`src/ftp_pkg.sv`:
```
// ----------------------------------------------------------------------------
// ftp_pkg
// Shared constants, codes and types of the token pool with its wait queue.
// ----------------------------------------------------------------------------
`default_nettype none

package ftp_pkg;

   localparam int QUEUE_DEPTH = 16;
   localparam int COUNT_BITS  = 32;
   localparam int HANDLE_BITS = 16;
   localparam int OP_BITS     = 3;
   localparam int STATUS_BITS = 3;
   localparam int PTR_BITS    = $clog2(QUEUE_DEPTH);
   localparam int OCC_BITS    = $clog2(QUEUE_DEPTH + 1);

   // operation codes
   localparam logic [OP_BITS-1:0] OP_REQUEST     = OP_BITS'(0);
   localparam logic [OP_BITS-1:0] OP_RELEASE     = OP_BITS'(1);
   localparam logic [OP_BITS-1:0] OP_ADD_LIMIT   = OP_BITS'(2);
   localparam logic [OP_BITS-1:0] OP_CANCEL      = OP_BITS'(3);
   localparam logic [OP_BITS-1:0] OP_TRY_REQUEST = OP_BITS'(4);

   // status codes
   localparam logic [STATUS_BITS-1:0] ST_GRANTED   = STATUS_BITS'(0);
   localparam logic [STATUS_BITS-1:0] ST_QUEUED    = STATUS_BITS'(1);
   localparam logic [STATUS_BITS-1:0] ST_REFUSED   = STATUS_BITS'(2);
   localparam logic [STATUS_BITS-1:0] ST_CANCELLED = STATUS_BITS'(3);
   localparam logic [STATUS_BITS-1:0] ST_NOT_FOUND = STATUS_BITS'(4);
   localparam logic [STATUS_BITS-1:0] ST_FULL      = STATUS_BITS'(5);
   localparam logic [STATUS_BITS-1:0] ST_DONE      = STATUS_BITS'(6);

   typedef struct packed {
      logic [COUNT_BITS-1:0]  count;
      logic [HANDLE_BITS-1:0] handle;
   } entry_type;

   typedef struct packed {
      logic                en;
      logic [PTR_BITS-1:0] addr;
      entry_type           data;
   } ram_wr_type;

   typedef struct packed {
      logic                  sub;
      logic [COUNT_BITS-1:0] lhs;
      logic [COUNT_BITS-1:0] rhs;
   } alu_cmd_type;

   typedef struct packed {
      logic [COUNT_BITS-1:0] value;
      logic                  carry;
   } alu_res_type;

endpackage

`default_nettype wire

```
`src/ftp_alu.sv`:
```
// ----------------------------------------------------------------------------
// ftp_alu
// Shared add/subtract unit; carry out flags overflow on add, no borrow on sub.
// ----------------------------------------------------------------------------
`default_nettype none

module ftp_alu
   import ftp_pkg::*;
(
   input  wire alu_cmd_type cmd,
   output alu_res_type      res
);

   logic [COUNT_BITS:0] sum;

   assign sum = {1'b0, cmd.lhs} + {1'b0, cmd.rhs ^ {COUNT_BITS{cmd.sub}}}
              + {{COUNT_BITS{1'b0}}, cmd.sub};

   assign res.value = sum[COUNT_BITS-1:0];
   assign res.carry = sum[COUNT_BITS];

endmodule

`default_nettype wire

```
`src/ftp_ram.sv`:
```
// ----------------------------------------------------------------------------
// ftp_ram
// Wait queue storage: one write port, one read port with registered data.
// ----------------------------------------------------------------------------
`default_nettype none

module ftp_ram
   import ftp_pkg::*;
(
   input  wire logic                clock,
   input  wire ram_wr_type          wr,
   input  wire logic [PTR_BITS-1:0] rd_addr,
   output entry_type                rd_data
);

   entry_type mem [QUEUE_DEPTH];
   entry_type rd_data_ff;

   always_ff @(posedge clock) begin
      if (wr.en) begin
         mem[wr.addr] <= wr.data;
      end
      rd_data_ff <= mem[rd_addr];
   end

   assign rd_data = rd_data_ff;

endmodule

`default_nettype wire

```
`src/fifo_token_pool_unit.sv`:
```
// ----------------------------------------------------------------------------
// fifo_token_pool_unit
// Counting token pool with a first-in first-out wait queue, run by a small
// sequencer around one shared add/subtract unit and a queue memory.
// ----------------------------------------------------------------------------
//
//   channel  direction  handshake              payload
//   req      in         req_valid / req_stall  operation, count, limit, handle
//   rsp      out        rsp_valid / rsp_stall  status, handles, woke, tokens
//   csr      in         csr_write_en           csr_write_data (initial tokens)
//
// accept to response: request, try request, unknown go from exec to done; release
// sums and reads the head, granting it if waiting and its count fits; add ends at
// once for a zero count or at or over a nonzero limit, else adds the count, clamped
// to room under a nonzero limit, and wakes like release; cancel reads and compares
// each entry searched, then reads and writes each moved down; req_stall until idle
// reset empties the queue and sets the pool to zero tokens; no clearing pass
// a new transaction is taken while a finished result still waits on rsp_stall
// ----------------------------------------------------------------------------
`default_nettype none

module fifo_token_pool_unit
   import ftp_pkg::*;
(
   input  wire logic                   clock,
   input  wire logic                   reset,
   input  wire logic                   req_valid,
   output      logic                   req_stall,
   input  wire logic [OP_BITS-1:0]     req_operation,
   input  wire logic [COUNT_BITS-1:0]  req_count,
   input  wire logic [COUNT_BITS-1:0]  req_limit,
   input  wire logic [HANDLE_BITS-1:0] req_handle,
   output      logic                   rsp_valid,
   input  wire logic                   rsp_stall,
   output      logic [STATUS_BITS-1:0] rsp_status,
   output      logic [HANDLE_BITS-1:0] rsp_assigned_handle,
   output      logic                   rsp_woke_waiter,
   output      logic [HANDLE_BITS-1:0] rsp_woken_handle,
   output      logic [COUNT_BITS-1:0]  rsp_tokens_free,
   input  wire logic                   csr_write_en,
   input  wire logic [COUNT_BITS-1:0]  csr_write_data
);

   localparam logic [3:0] S_IDLE     = 4'd0;
   localparam logic [3:0] S_EXEC     = 4'd1;
   localparam logic [3:0] S_ADD_CHK  = 4'd2;
   localparam logic [3:0] S_ADD_ROOM = 4'd3;
   localparam logic [3:0] S_ADD_MIN  = 4'd4;
   localparam logic [3:0] S_SUM      = 4'd5;
   localparam logic [3:0] S_WAKE_RD  = 4'd6;
   localparam logic [3:0] S_WAKE_CMP = 4'd7;
   localparam logic [3:0] S_CAN_RD   = 4'd8;
   localparam logic [3:0] S_CAN_CMP  = 4'd9;
   localparam logic [3:0] S_MV_RD    = 4'd10;
   localparam logic [3:0] S_MV_WR    = 4'd11;
   localparam logic [3:0] S_DONE     = 4'd12;

   function automatic logic [PTR_BITS-1:0] ptr_add(input logic [PTR_BITS-1:0] base,
                                                   input logic [PTR_BITS-1:0] off);
      logic [PTR_BITS:0] sum;
      sum = {1'b0, base} + {1'b0, off};
      if (sum >= (PTR_BITS+1)'(QUEUE_DEPTH)) begin
         sum = sum - (PTR_BITS+1)'(QUEUE_DEPTH);
      end
      return sum[PTR_BITS-1:0];
   endfunction

   logic [3:0]             state_ff, state_in;
   logic [COUNT_BITS-1:0]  free_ff, free_in;
   logic [OCC_BITS-1:0]    occ_ff, occ_in;
   logic [PTR_BITS-1:0]    head_ff, head_in;
   logic [HANDLE_BITS-1:0] next_handle_ff, next_handle_in;
   logic [OCC_BITS-1:0]    idx_ff, idx_in;
   logic [COUNT_BITS-1:0]  tmp_ff, tmp_in;
   logic [OP_BITS-1:0]     op_ff, op_in;
   logic [COUNT_BITS-1:0]  count_ff, count_in;
   logic [COUNT_BITS-1:0]  limit_ff, limit_in;
   logic [HANDLE_BITS-1:0] handle_ff, handle_in;
   logic [STATUS_BITS-1:0] status_ff, status_in;
   logic [HANDLE_BITS-1:0] assigned_ff, assigned_in;
   logic                   woke_ff, woke_in;
   logic [HANDLE_BITS-1:0] woken_ff, woken_in;
   logic                   rsp_valid_ff, rsp_valid_in;
   logic [STATUS_BITS-1:0] rsp_status_ff, rsp_status_in;
   logic [HANDLE_BITS-1:0] rsp_assigned_ff, rsp_assigned_in;
   logic                   rsp_woke_ff, rsp_woke_in;
   logic [HANDLE_BITS-1:0] rsp_woken_ff, rsp_woken_in;
   logic [COUNT_BITS-1:0]  rsp_tokens_ff, rsp_tokens_in;

   alu_cmd_type            alu_cmd;
   alu_res_type            alu_res;
   ram_wr_type             ram_wr;
   logic [PTR_BITS-1:0]    ram_rd_addr;
   entry_type              ram_rd_data;
   logic [OCC_BITS-1:0]    idx_next;
   logic                   mv_last;

   ftp_alu u_alu (
      .cmd (alu_cmd),
      .res (alu_res)
   );

   ftp_ram u_ram (
      .clock   (clock),
      .wr      (ram_wr),
      .rd_addr (ram_rd_addr),
      .rd_data (ram_rd_data)
   );

   assign idx_next  = idx_ff + OCC_BITS'(1);
   assign mv_last   = (idx_next == occ_ff);
   assign req_stall = (state_ff != S_IDLE);

   always_comb begin
      state_in        = state_ff;
      free_in         = free_ff;
      occ_in          = occ_ff;
      head_in         = head_ff;
      next_handle_in  = next_handle_ff;
      idx_in          = idx_ff;
      tmp_in          = tmp_ff;
      op_in           = op_ff;
      count_in        = count_ff;
      limit_in        = limit_ff;
      handle_in       = handle_ff;
      status_in       = status_ff;
      assigned_in     = assigned_ff;
      woke_in         = woke_ff;
      woken_in        = woken_ff;
      rsp_valid_in    = rsp_valid_ff;
      rsp_status_in   = rsp_status_ff;
      rsp_assigned_in = rsp_assigned_ff;
      rsp_woke_in     = rsp_woke_ff;
      rsp_woken_in    = rsp_woken_ff;
      rsp_tokens_in   = rsp_tokens_ff;
      alu_cmd         = '{sub: 1'b1, lhs: free_ff, rhs: count_ff};
      ram_rd_addr     = head_ff;
      ram_wr          = '{en: 1'b0,
                          addr: ptr_add(head_ff, occ_ff[PTR_BITS-1:0]),
                          data: '{count: count_ff, handle: next_handle_ff}};

      if (rsp_valid_ff && !rsp_stall) begin
         rsp_valid_in = 1'b0;
      end

      unique case (state_ff)
         S_IDLE: begin
            if (req_valid) begin
               op_in       = req_operation;
               count_in    = req_count;
               limit_in    = req_limit;
               handle_in   = req_handle;
               assigned_in = '0;
               woke_in     = 1'b0;
               woken_in    = '0;
               state_in    = S_EXEC;
            end
         end
         S_EXEC: begin
            unique case (op_ff) inside
               OP_REQUEST, OP_TRY_REQUEST: begin
                  state_in = S_DONE;
                  if (count_ff == '0) begin
                     status_in = ST_GRANTED;
                  end else if (occ_ff == '0 && alu_res.carry) begin
                     free_in   = alu_res.value;
                     status_in = ST_GRANTED;
                  end else if (op_ff == OP_TRY_REQUEST) begin
                     status_in = ST_REFUSED;
                  end else if (occ_ff == OCC_BITS'(QUEUE_DEPTH)) begin
                     status_in = ST_FULL;
                  end else begin
                     ram_wr.en      = 1'b1;
                     occ_in         = occ_ff + OCC_BITS'(1);
                     assigned_in    = next_handle_ff;
                     next_handle_in = (next_handle_ff == '1) ? HANDLE_BITS'(1)
                                                             : next_handle_ff + HANDLE_BITS'(1);
                     status_in      = ST_QUEUED;
                  end
               end
               OP_RELEASE: begin
                  status_in = ST_DONE;
                  tmp_in    = count_ff;
                  state_in  = S_SUM;
               end
               OP_ADD_LIMIT: begin
                  status_in = ST_DONE;
                  if (count_ff == '0) begin
                     state_in = S_DONE;
                  end else if (limit_ff == '0) begin
                     tmp_in   = count_ff;
                     state_in = S_SUM;
                  end else begin
                     state_in = S_ADD_CHK;
                  end
               end
               OP_CANCEL: begin
                  status_in = ST_NOT_FOUND;
                  idx_in    = '0;
                  state_in  = S_CAN_RD;
               end
               default: begin
                  status_in = ST_REFUSED;
                  state_in  = S_DONE;
               end
            endcase
         end
         S_ADD_CHK: begin
            alu_cmd  = '{sub: 1'b1, lhs: free_ff, rhs: limit_ff};
            state_in = alu_res.carry ? S_DONE : S_ADD_ROOM;
         end
         S_ADD_ROOM: begin
            alu_cmd  = '{sub: 1'b1, lhs: limit_ff, rhs: free_ff};
            tmp_in   = alu_res.value;
            state_in = S_ADD_MIN;
         end
         S_ADD_MIN: begin
            alu_cmd = '{sub: 1'b1, lhs: tmp_ff, rhs: count_ff};
            if (alu_res.carry) begin
               tmp_in = count_ff;
            end
            state_in = S_SUM;
         end
         S_SUM: begin
            alu_cmd  = '{sub: 1'b0, lhs: free_ff, rhs: tmp_ff};
            free_in  = alu_res.carry ? '1 : alu_res.value;
            state_in = S_WAKE_RD;
         end
         S_WAKE_RD: begin
            state_in = (occ_ff == '0) ? S_DONE : S_WAKE_CMP;
         end
         S_WAKE_CMP: begin
            alu_cmd = '{sub: 1'b1, lhs: free_ff, rhs: ram_rd_data.count};
            if (alu_res.carry) begin
               free_in  = alu_res.value;
               head_in  = ptr_add(head_ff, PTR_BITS'(1));
               occ_in   = occ_ff - OCC_BITS'(1);
               woke_in  = 1'b1;
               woken_in = ram_rd_data.handle;
            end
            state_in = S_DONE;
         end
         S_CAN_RD: begin
            ram_rd_addr = ptr_add(head_ff, idx_ff[PTR_BITS-1:0]);
            state_in    = (idx_ff == occ_ff) ? S_DONE : S_CAN_CMP;
         end
         S_CAN_CMP: begin
            if (ram_rd_data.handle == handle_ff) begin
               status_in = ST_CANCELLED;
               state_in  = S_MV_RD;
            end else begin
               idx_in   = idx_next;
               state_in = S_CAN_RD;
            end
         end
         S_MV_RD: begin
            ram_rd_addr = ptr_add(head_ff, idx_next[PTR_BITS-1:0]);
            if (mv_last) begin
               occ_in   = occ_ff - OCC_BITS'(1);
               state_in = S_DONE;
            end else begin
               state_in = S_MV_WR;
            end
         end
         S_MV_WR: begin
            ram_wr.en   = 1'b1;
            ram_wr.addr = ptr_add(head_ff, idx_ff[PTR_BITS-1:0]);
            ram_wr.data = ram_rd_data;
            idx_in      = idx_next;
            state_in    = S_MV_RD;
         end
         S_DONE: begin
            if (!rsp_valid_ff || !rsp_stall) begin
               rsp_valid_in    = 1'b1;
               rsp_status_in   = status_ff;
               rsp_assigned_in = assigned_ff;
               rsp_woke_in     = woke_ff;
               rsp_woken_in    = woken_ff;
               rsp_tokens_in   = free_ff;
               state_in        = S_IDLE;
            end
         end
         default: begin
            state_in = S_IDLE;
         end
      endcase

      if (csr_write_en) begin
         free_in = csr_write_data;
      end
   end

   always_ff @(posedge clock) begin
      if (reset) begin
         state_ff       <= S_IDLE;
         free_ff        <= '0;
         occ_ff         <= '0;
         head_ff        <= '0;
         next_handle_ff <= HANDLE_BITS'(1);
         rsp_valid_ff   <= 1'b0;
      end else begin
         state_ff       <= state_in;
         free_ff        <= free_in;
         occ_ff         <= occ_in;
         head_ff        <= head_in;
         next_handle_ff <= next_handle_in;
         rsp_valid_ff   <= rsp_valid_in;
      end
   end

   always_ff @(posedge clock) begin
      idx_ff          <= idx_in;
      tmp_ff          <= tmp_in;
      op_ff           <= op_in;
      count_ff        <= count_in;
      limit_ff        <= limit_in;
      handle_ff       <= handle_in;
      status_ff       <= status_in;
      assigned_ff     <= assigned_in;
      woke_ff         <= woke_in;
      woken_ff        <= woken_in;
      rsp_status_ff   <= rsp_status_in;
      rsp_assigned_ff <= rsp_assigned_in;
      rsp_woke_ff     <= rsp_woke_in;
      rsp_woken_ff    <= rsp_woken_in;
      rsp_tokens_ff   <= rsp_tokens_in;
   end

   assign rsp_valid           = rsp_valid_ff;
   assign rsp_status          = rsp_status_ff;
   assign rsp_assigned_handle = rsp_assigned_ff;
   assign rsp_woke_waiter     = rsp_woke_ff;
   assign rsp_woken_handle    = rsp_woken_ff;
   assign rsp_tokens_free     = rsp_tokens_ff;

   // queue occupancy never exceeds its depth
   a_occ_bound: assert property (@(posedge clock) disable iff (reset)
      occ_ff <= OCC_BITS'(QUEUE_DEPTH))
      else $error("wait queue occupancy over depth");

   // queuing a request grows the queue by one
   a_enqueue: assert property (@(posedge clock) disable iff (reset)
      (state_ff == S_EXEC && ram_wr.en) |=> occ_ff == $past(occ_ff) + OCC_BITS'(1))
      else $error("enqueue did not grow the queue");

   // granting the head waiter shrinks the queue by one
   a_wake: assert property (@(posedge clock) disable iff (reset)
      (state_ff == S_WAKE_CMP && alu_res.carry) |=> occ_ff == $past(occ_ff) - OCC_BITS'(1))
      else $error("wake did not shrink the queue");

   // a response only appears out of the completion step
   a_rsp_src: assert property (@(posedge clock) disable iff (reset)
      $rose(rsp_valid_ff) |-> $past(state_ff) == S_DONE)
      else $error("response raised outside completion");

endmodule

`default_nettype wire

```
`config.mk`:
```
export PLATFORM = sky130hd
export DESIGN_NAME = fifo_token_pool_unit
export DESIGN_NICKNAME = d
export VERILOG_FILES = /design/src/ftp_pkg.sv /design/src/ftp_alu.sv /design/src/ftp_ram.sv /design/src/fifo_token_pool_unit.sv
export SDC_FILE = /design/constraint.sdc
export NUM_CORES = 2
export LEC_CHECK = 0
export ABC_CLOCK_PERIOD_IN_PS = 8800
export BUFFER_PORTS_ARGS = -buffer_cell sky130_fd_sc_hd__buf_2
export CAP_MARGIN = 10
export CORE_MARGIN = 2
export CORE_UTILIZATION = 39
export CTS_CLUSTER_SIZE = 14
export DETAILED_ROUTE_END_ITERATION = 16
export SYNTH_ARGS = -nofsm -noshare
export SYNTH_HDL_FRONTEND = slang
export SYNTH_SLANG_ARGS = --single-unit
```
`constraint.sdc`:
```
create_clock -name clock -period 8.8 [get_ports clock]
set_input_delay 0.88 -clock clock [delete_from_list [all_inputs] [get_ports clock]]
set_output_delay 0.88 -clock clock [all_outputs]
set_load 0.02 [all_outputs]
```
After elaboration in Yosys (flattened, before gate mapping):

Memories as Yosys holds them, arrays and structs flattened. A register that Yosys moved wholly into a read port is not among the register bits.
Cells that the tools add are included.

* add/subtract/negate cells: 14
* $lt $le $gt $ge: 4
* equal/unequal tests: 41
* muxes and demuxes: 72
* bitwise logic cells: 5
* reductions and logical operators: 32

Operators by type and width (number)
* $pmux 65 s5: 1
* $mux 32: 9
* $pmux 32 s3: 2
* $mux 16: 8
* $logic_not 32->1: 2
* $pmux 16 s2: 2
* $pmux 32 s2: 1
* $mux 52: 1
* $pmux 4 s13: 1
* $mux 5: 9
* $mux 4: 9
* $add 32x32->33: 1
* $add 33x1->33: 1
* $xor 32x32->32: 1
* $pmux 5 s3: 2
* $mux 3: 8
* $eq 4x4->1 const B: 5
* $ge 5x5->1 const B: 4
* $ne 2x2->1 const B: 10
* $add 16x1->16 const B: 1
* $eq 16x16->1: 1
* $eq 16x16->1 const B: 1
* $eq 4x3->1 const B: 4
* $sub 4x1->4 const B: 4
* other kinds (38): 80

* register bits after elaboration: 286
* RAM bits: 768
* input port bits: 120
* word-level logic and storage cells: 190
* memories: 1

Memories
* u_ram.mem: depth 16, width 48, read ports 1, clocked after Yosys merged registers in 1, write ports 1, line ftp_ram.sv:16 `entry_type mem [QUEUE_DEPTH];`

Longest topological paths before layout:

* depth in word-level cells: 12
* gate-level depth with buffers: 21

By module:

From an unflattened synthesis, not the netlist that was laid out.

* cell total of the unflattened synthesis: 2709
* area total of the unflattened synthesis: 45561.2 sq um

By module, submodules not included
* ftp_ram: instances 1, cells each 1242, area each 29694.7 sq um
* fifo_token_pool_unit: instances 1, cells each 1173, area each 13729.4 sq um
* ftp_alu: instances 1, cells each 294, area each 2137.0 sq um

Worst setup path before layout:

OpenSTA, ideal clock, no wires.

* kind: reg2reg
* start: register state_ff[1]
* end: memory u_ram.mem[2][0] (netlist name), enable pin
* setup time: 0.459 ns
* data arrival time: 5.948 ns
* data required time: 8.341 ns
* path slack: 2.394 ns
* stages on the path, launching flop included: 20
* clock period less this slack: 6.406 ns
* cell sequence: dfxtp_1 > buf_2 > buf_2 > clkbuf_1 > nand3_1 > inv_1 > clkbuf_1 > a222oi_1 > nand3_1 > nand2_1 > fa_1 > a211oi_1 > o21ai_0 > nand3_1 > a31oi_2 > a311oi_2 > nor2_1 > o22ai_1 > nor2b_1 > nor2b_1

* cells in the longest elaborated chain, start to end: 12
* elaborated cells on any way between the ends: 19
* those cells by class: add/sub (2); eq/ne (7); mux (8); bitwise (1); reduce/logical (1)

RTL lines
* start: declaration: line fifo_token_pool_unit.sv:68 `logic [3:0] state_ff, state_in;`
* start signal: assignment: line fifo_token_pool_unit.sv:302 `state_ff <= state_in;`
* $eq 4x3->1, or another cell as far along
* $pmux 65 s5: line fifo_token_pool_unit.sv:146 `unique case (state_ff)`
* $xor 32x32->32: line ftp_alu.sv:16 `assign sum = {1'b0, cmd.lhs} + {1'b0, cmd.rhs ^ {COUNT_BITS{cmd.sub}}}`
* $add 32x32->33: line ftp_alu.sv:16
* $add 33x1->33: line ftp_alu.sv:17 `+ {{COUNT_BITS{1'b0}}, cmd.sub};`
* $logic_and 1x1->1: line fifo_token_pool_unit.sv:165 `end else if (occ_ff == '0 && alu_res.carry) begin`
* $mux 1: line fifo_token_pool_unit.sv:165
* $mux 1: line fifo_token_pool_unit.sv:163 `if (count_ff == '0) begin`
* $mux 1: line fifo_token_pool_unit.sv:160 `unique case (op_ff) inside`
* $pmux 1 s2: line fifo_token_pool_unit.sv:146
* $mux 1: line ftp_ram.sv:20 `if (wr.en) begin`
* $mux 1 (implied by the code): line ftp_ram.sv:21 `mem[wr.addr] <= wr.data;`
* end: declaration: line ftp_ram.sv:16

Several ways; a longest one is shown, not always the timed one.

Final worst setup path:

* start: register state_ff[0]
* end: memory u_ram.mem[2][29] (netlist name), enable pin

Same word-level chain as after synthesis.

==> implementation parameters <==
Parameter                              Value

Logic synthesis
  Post-synthesis sequential area ratio    69.0%
  Gate count after technology mapping    3230
  Count of unique library cells instantiated by Yosys    78
  Most common flop cell mapped by yosys    edfxtp_1
  Mean instance size in the synthesized netlist    14.4 µm²
  Synthesized netlist net count    3401
  Post-Synthesis Cell Area    46400 µm²
  Count of flip-flops with a built-in enable after synthesis    992
  Flip-flop and latch count after synthesis    1102
  Asr flop ratio synth    0%
  Number of warnings reported in the yosys synthesis log    0

Job
  Number of max-capacitance violations reported    0

Pwr
  Cell internal power dissipation    10.5 mW
  Sequential power share    44.8%
  Switching power as a share of total power    32.1%
  Worst ir drop on vdd    192 µV
  Total net switching power    4.95 mW
  Power per standard cell area    293 nW/µm²
  Leakage power    19.1 nW
  Clock group share of total power    30.1%
  Portion of total power attributed to combinational logic    25.1%

Routing
  Remaining DRCs    0
  Mean number of vias per cell    5.55
  Aggregate routed wire length    117 mm
  First-pass detailed-route iteration total    8
  Number of violations reported at the end of detailed-routing iteration 0    2744
  Vias after detailed routing    27800
  Remaining antenna violation count    0
  Routed length per placed instance    23.4 µm

Timing
  Worst max-slew margin expressed relative to the limit    19.5%
  Post-route fraction of the period consumed by the critical path    82.6%
  Post-route setup slack    1530 ps
  Time the final worst path needs with I/O delays and setup    7270 ps
  Slew @ Worst Pin    1200 ps
  Final Setup Violations    0
  Total count of max-transition violations in the final report    0
  TNS Setup    0 ps
  Maximum achievable frequency    138 MHz
  Setup repair after global routing missed its margin    false
  Number of hold violations in the final report    0
  Clock Skews    24.2 ps

Worst setup path
  Critical Path Start Type    flip-flop
  Arrival time at the worst endpoint    7580 ps
  Series of cell instances along the critical path    nor2b_1, nand3_1, clkinv_1, a222oi_1, nand3_1, nand2_1, ha_1, a21oi_1, o21ai_0, a211oi_2, a31oi_2, a311oi_2, nor2_1, o22ai_1, nor2b_1, nor2b_4, buf_4
  Largest driver fanout on the critical path    33
  Delay-heaviest family, CP    compound AO/OA/AOI/OAI gates
  Worst Path Required    9110 ps
  CP endpoint kind    flip-flop
  Largest stage delay, worst path    800 ps
  Worst path slowest cell    clkinv_1
  Worst setup path class    flip-flop to flip-flop
  CP Buf/Inv Count    2

Clock network
  Clock sink count    1102
  Count of instances resized after the clock tree is built    0
  TritonCTS clock tree    done
  Later-pin clock latency in the skew report    690 ps
  Clock-pin slew on the worst setup and hold paths    70 ps
  Number of setup buffers added after CTS    0
  Total CTS buffers    108
  Worst-case clock buffer depth    3
  Number of buffers inserted for hold repair after clock tree synthesis    0
  Maximum level of the CTS H-tree    3
  Clock root buffer master    clkbuf_16

Die
  Row count    126
  Top Ports    190
  Vertical extent of the die    349 µm
  Total die area    122000 µm²
  Initial core utilization    39.3%
  Die Wd    349 µm
  Area of the core    118000 µm²

Finish
  Filler Cell Count    10400
  Fraction of layout instances using a drive strength above 1    15.9%
  Final net count    3552
  Number of antenna diodes    0
  Register cell area after layout    32000 µm²
  Syn-to-layout area delta    13.6%
  Final core utilization    44.7%
  Area of the multi-input gates    13700 µm²

Worst hold path
  Hold Crit Class    input pin to flip-flop

Global routing
  Total grt overflow    0
  Number of global-route vias before repair    27000
  Largest net degree at the start of global routing    193
  Wire length of the first global-routing pass    174 mm
  Antenna violations before repair    4
  Global-route usage over all layers    18.8%

Place
  Pre-CTS WS    1630 ps
  Global placement routability congestion    0.905
  Estimated wirelength of the detail-placed design    71.4 mm
  Number of buffers inserted by port buffering    189

Status
  Status    completed
-- placed cells by master, fill, tap and decap left out, types with 31 or more instances in the layout --
master and count:
mux4_2 48, a311oi_1 49, a21oi_1 126, buf_2 189, a222oi_1 31, ha_1 46, a22oi_1 33, o21ai_0 45
nor2_1 82, a211oi_1 159, dfxtp_1 110, clkbuf_16 108, buf_4 43, and2_1 123, mux2_2 55, nand2_1 454
a31oi_1 54, xnor2_1 53, edfxtp_1 992, mux2i_1 199, nand3_1 51
-- worst register-to-register path: stages, from the launching register on --
cell and delay [ps]:
dfxtp_1 530, nor2b_1 260, nand3_1 190, clkinv_1 800
a222oi_1 600, nand3_1 120, nand2_1 100, ha_1 290
a21oi_1 260, o21ai_0 160, a211oi_2 290, a31oi_2 250
a311oi_2 570, nor2_1 390, o22ai_1 490, nor2b_1 330
nor2b_4 600, buf_4 590
-- worst paths after layout --
| path | startpoint | cells after the start | slack, ps | end |
|---|---|---|---|---|
| worst min-delay path | req_count[5] | 1 | 360 | count_ff[5] |
| worst max register to register | state_ff[0] | 17 | 1530 | u_ram.mem[2][29] |
| worst max-delay path | state_ff[0] | 17 | 1530 | u_ram.mem[2][29] |
| worst min register to register | assigned_ff[13] | 0 | 410 | rsp_assigned_handle[13] |
-- cells by family (layout without fill, tap and decap cells) --
kind of cell / after synthesis / count (layout) / synth area share, %
muxes: 302 / 302 / 7.96
and+or+nand+nor: 849 / 849 / 8.48
buffers and inverters: 222 / 468 / 1.92
adders and majority gates: 51 / 51 / 1.46
AOI/OAI and AO/OA: 621 / 621 / 9.60
xor gates and xnor gates: 83 / 83 / 1.57
DFF: 1102 / 1102 / 69.0
-- flip-flops by register name (all words and copies together) (netlist names), 3 cells and up --
name                 flops
assigned_ff             16
count_ff                32
free_ff                 32
handle_ff               16
head_ff                  4
idx_ff                   5
limit_ff                32
next_handle_ff          16
occ_ff                   5
op_ff                    3
rsp_assigned_handle     16
rsp_status               3
rsp_tokens_free         32
rsp_woken_handle        16
state_ff                 4
status_ff                3
tmp_ff                  32
u_ram.mem              768
u_ram.rd_data           48
woken_ff                16
-- metrics by stage --
step / total power, mW / hold slack (ps) / area (µm²) / instances
final: 15.4 / 363 / 52700 / 5012
after global routing: 16.1 / 346 / 52700 / 5012
after CTS: 15.5 / 318 / 52700 / 5012
after detailed placement: 10.9 / 405 / 49100 / 4807
after global placement: 10.9 / 401 / 49100 / 4807
after floorplan: 9.50 / 400 / 46400 / 3230
-- cells in the mapped netlist, types with 47 or more instances --
cell,n,area (µm²)
a31oi_1,54,338
a21oi_1,130,651
nor2_1,83,312
xnor2_1,54,473
a311oi_1,49,429
o21ai_0,47,235
mux2_2,55,619
clkbuf_1,139,522
a211oi_1,159,1190
nand3_1,51,255
edfxtp_1,992,29800
mux2i_1,199,1990
and2_1,127,795
dfxtp_1,110,2200
mux4_2,48,1080
nand2_1,455,1710
-- final cells by class --
class / count / area share (%)
inverter: 26 / 0.190
multi-input combinational: 1906 / 26.0
sequential: 1102 / 60.7
timing repair buffer: 237 / 2.60
clock buffer: 140 / 5.49
tap: 1536 / 3.65
clock inverter: 65 / 1.31
-- metal layers --
metal | track usage [%] | part of all wire [%] | vias up
met3 | 2.65 | 6.0 | 170
met2 | 29.8 | 46 | 958
li1 | - | - | 12800
met4 | 6.25 | 2.8 | 0
met1 | 26.8 | 45 | 13900
met5 | 0 | 0 | -
-- power groups by stage --
stage               Sequential (mW)  Clock, mW  Combinational [mW]
floorplan                      6.75          0                2.75
global placement               7.01          0                3.85
detailed placement             7.01          0                3.86
CTS                            6.90       4.74                3.88
global route                   6.95       4.94                4.24
finish                         6.91       4.65                3.88
Note: power is estimated with default switching activity, not from simulation.
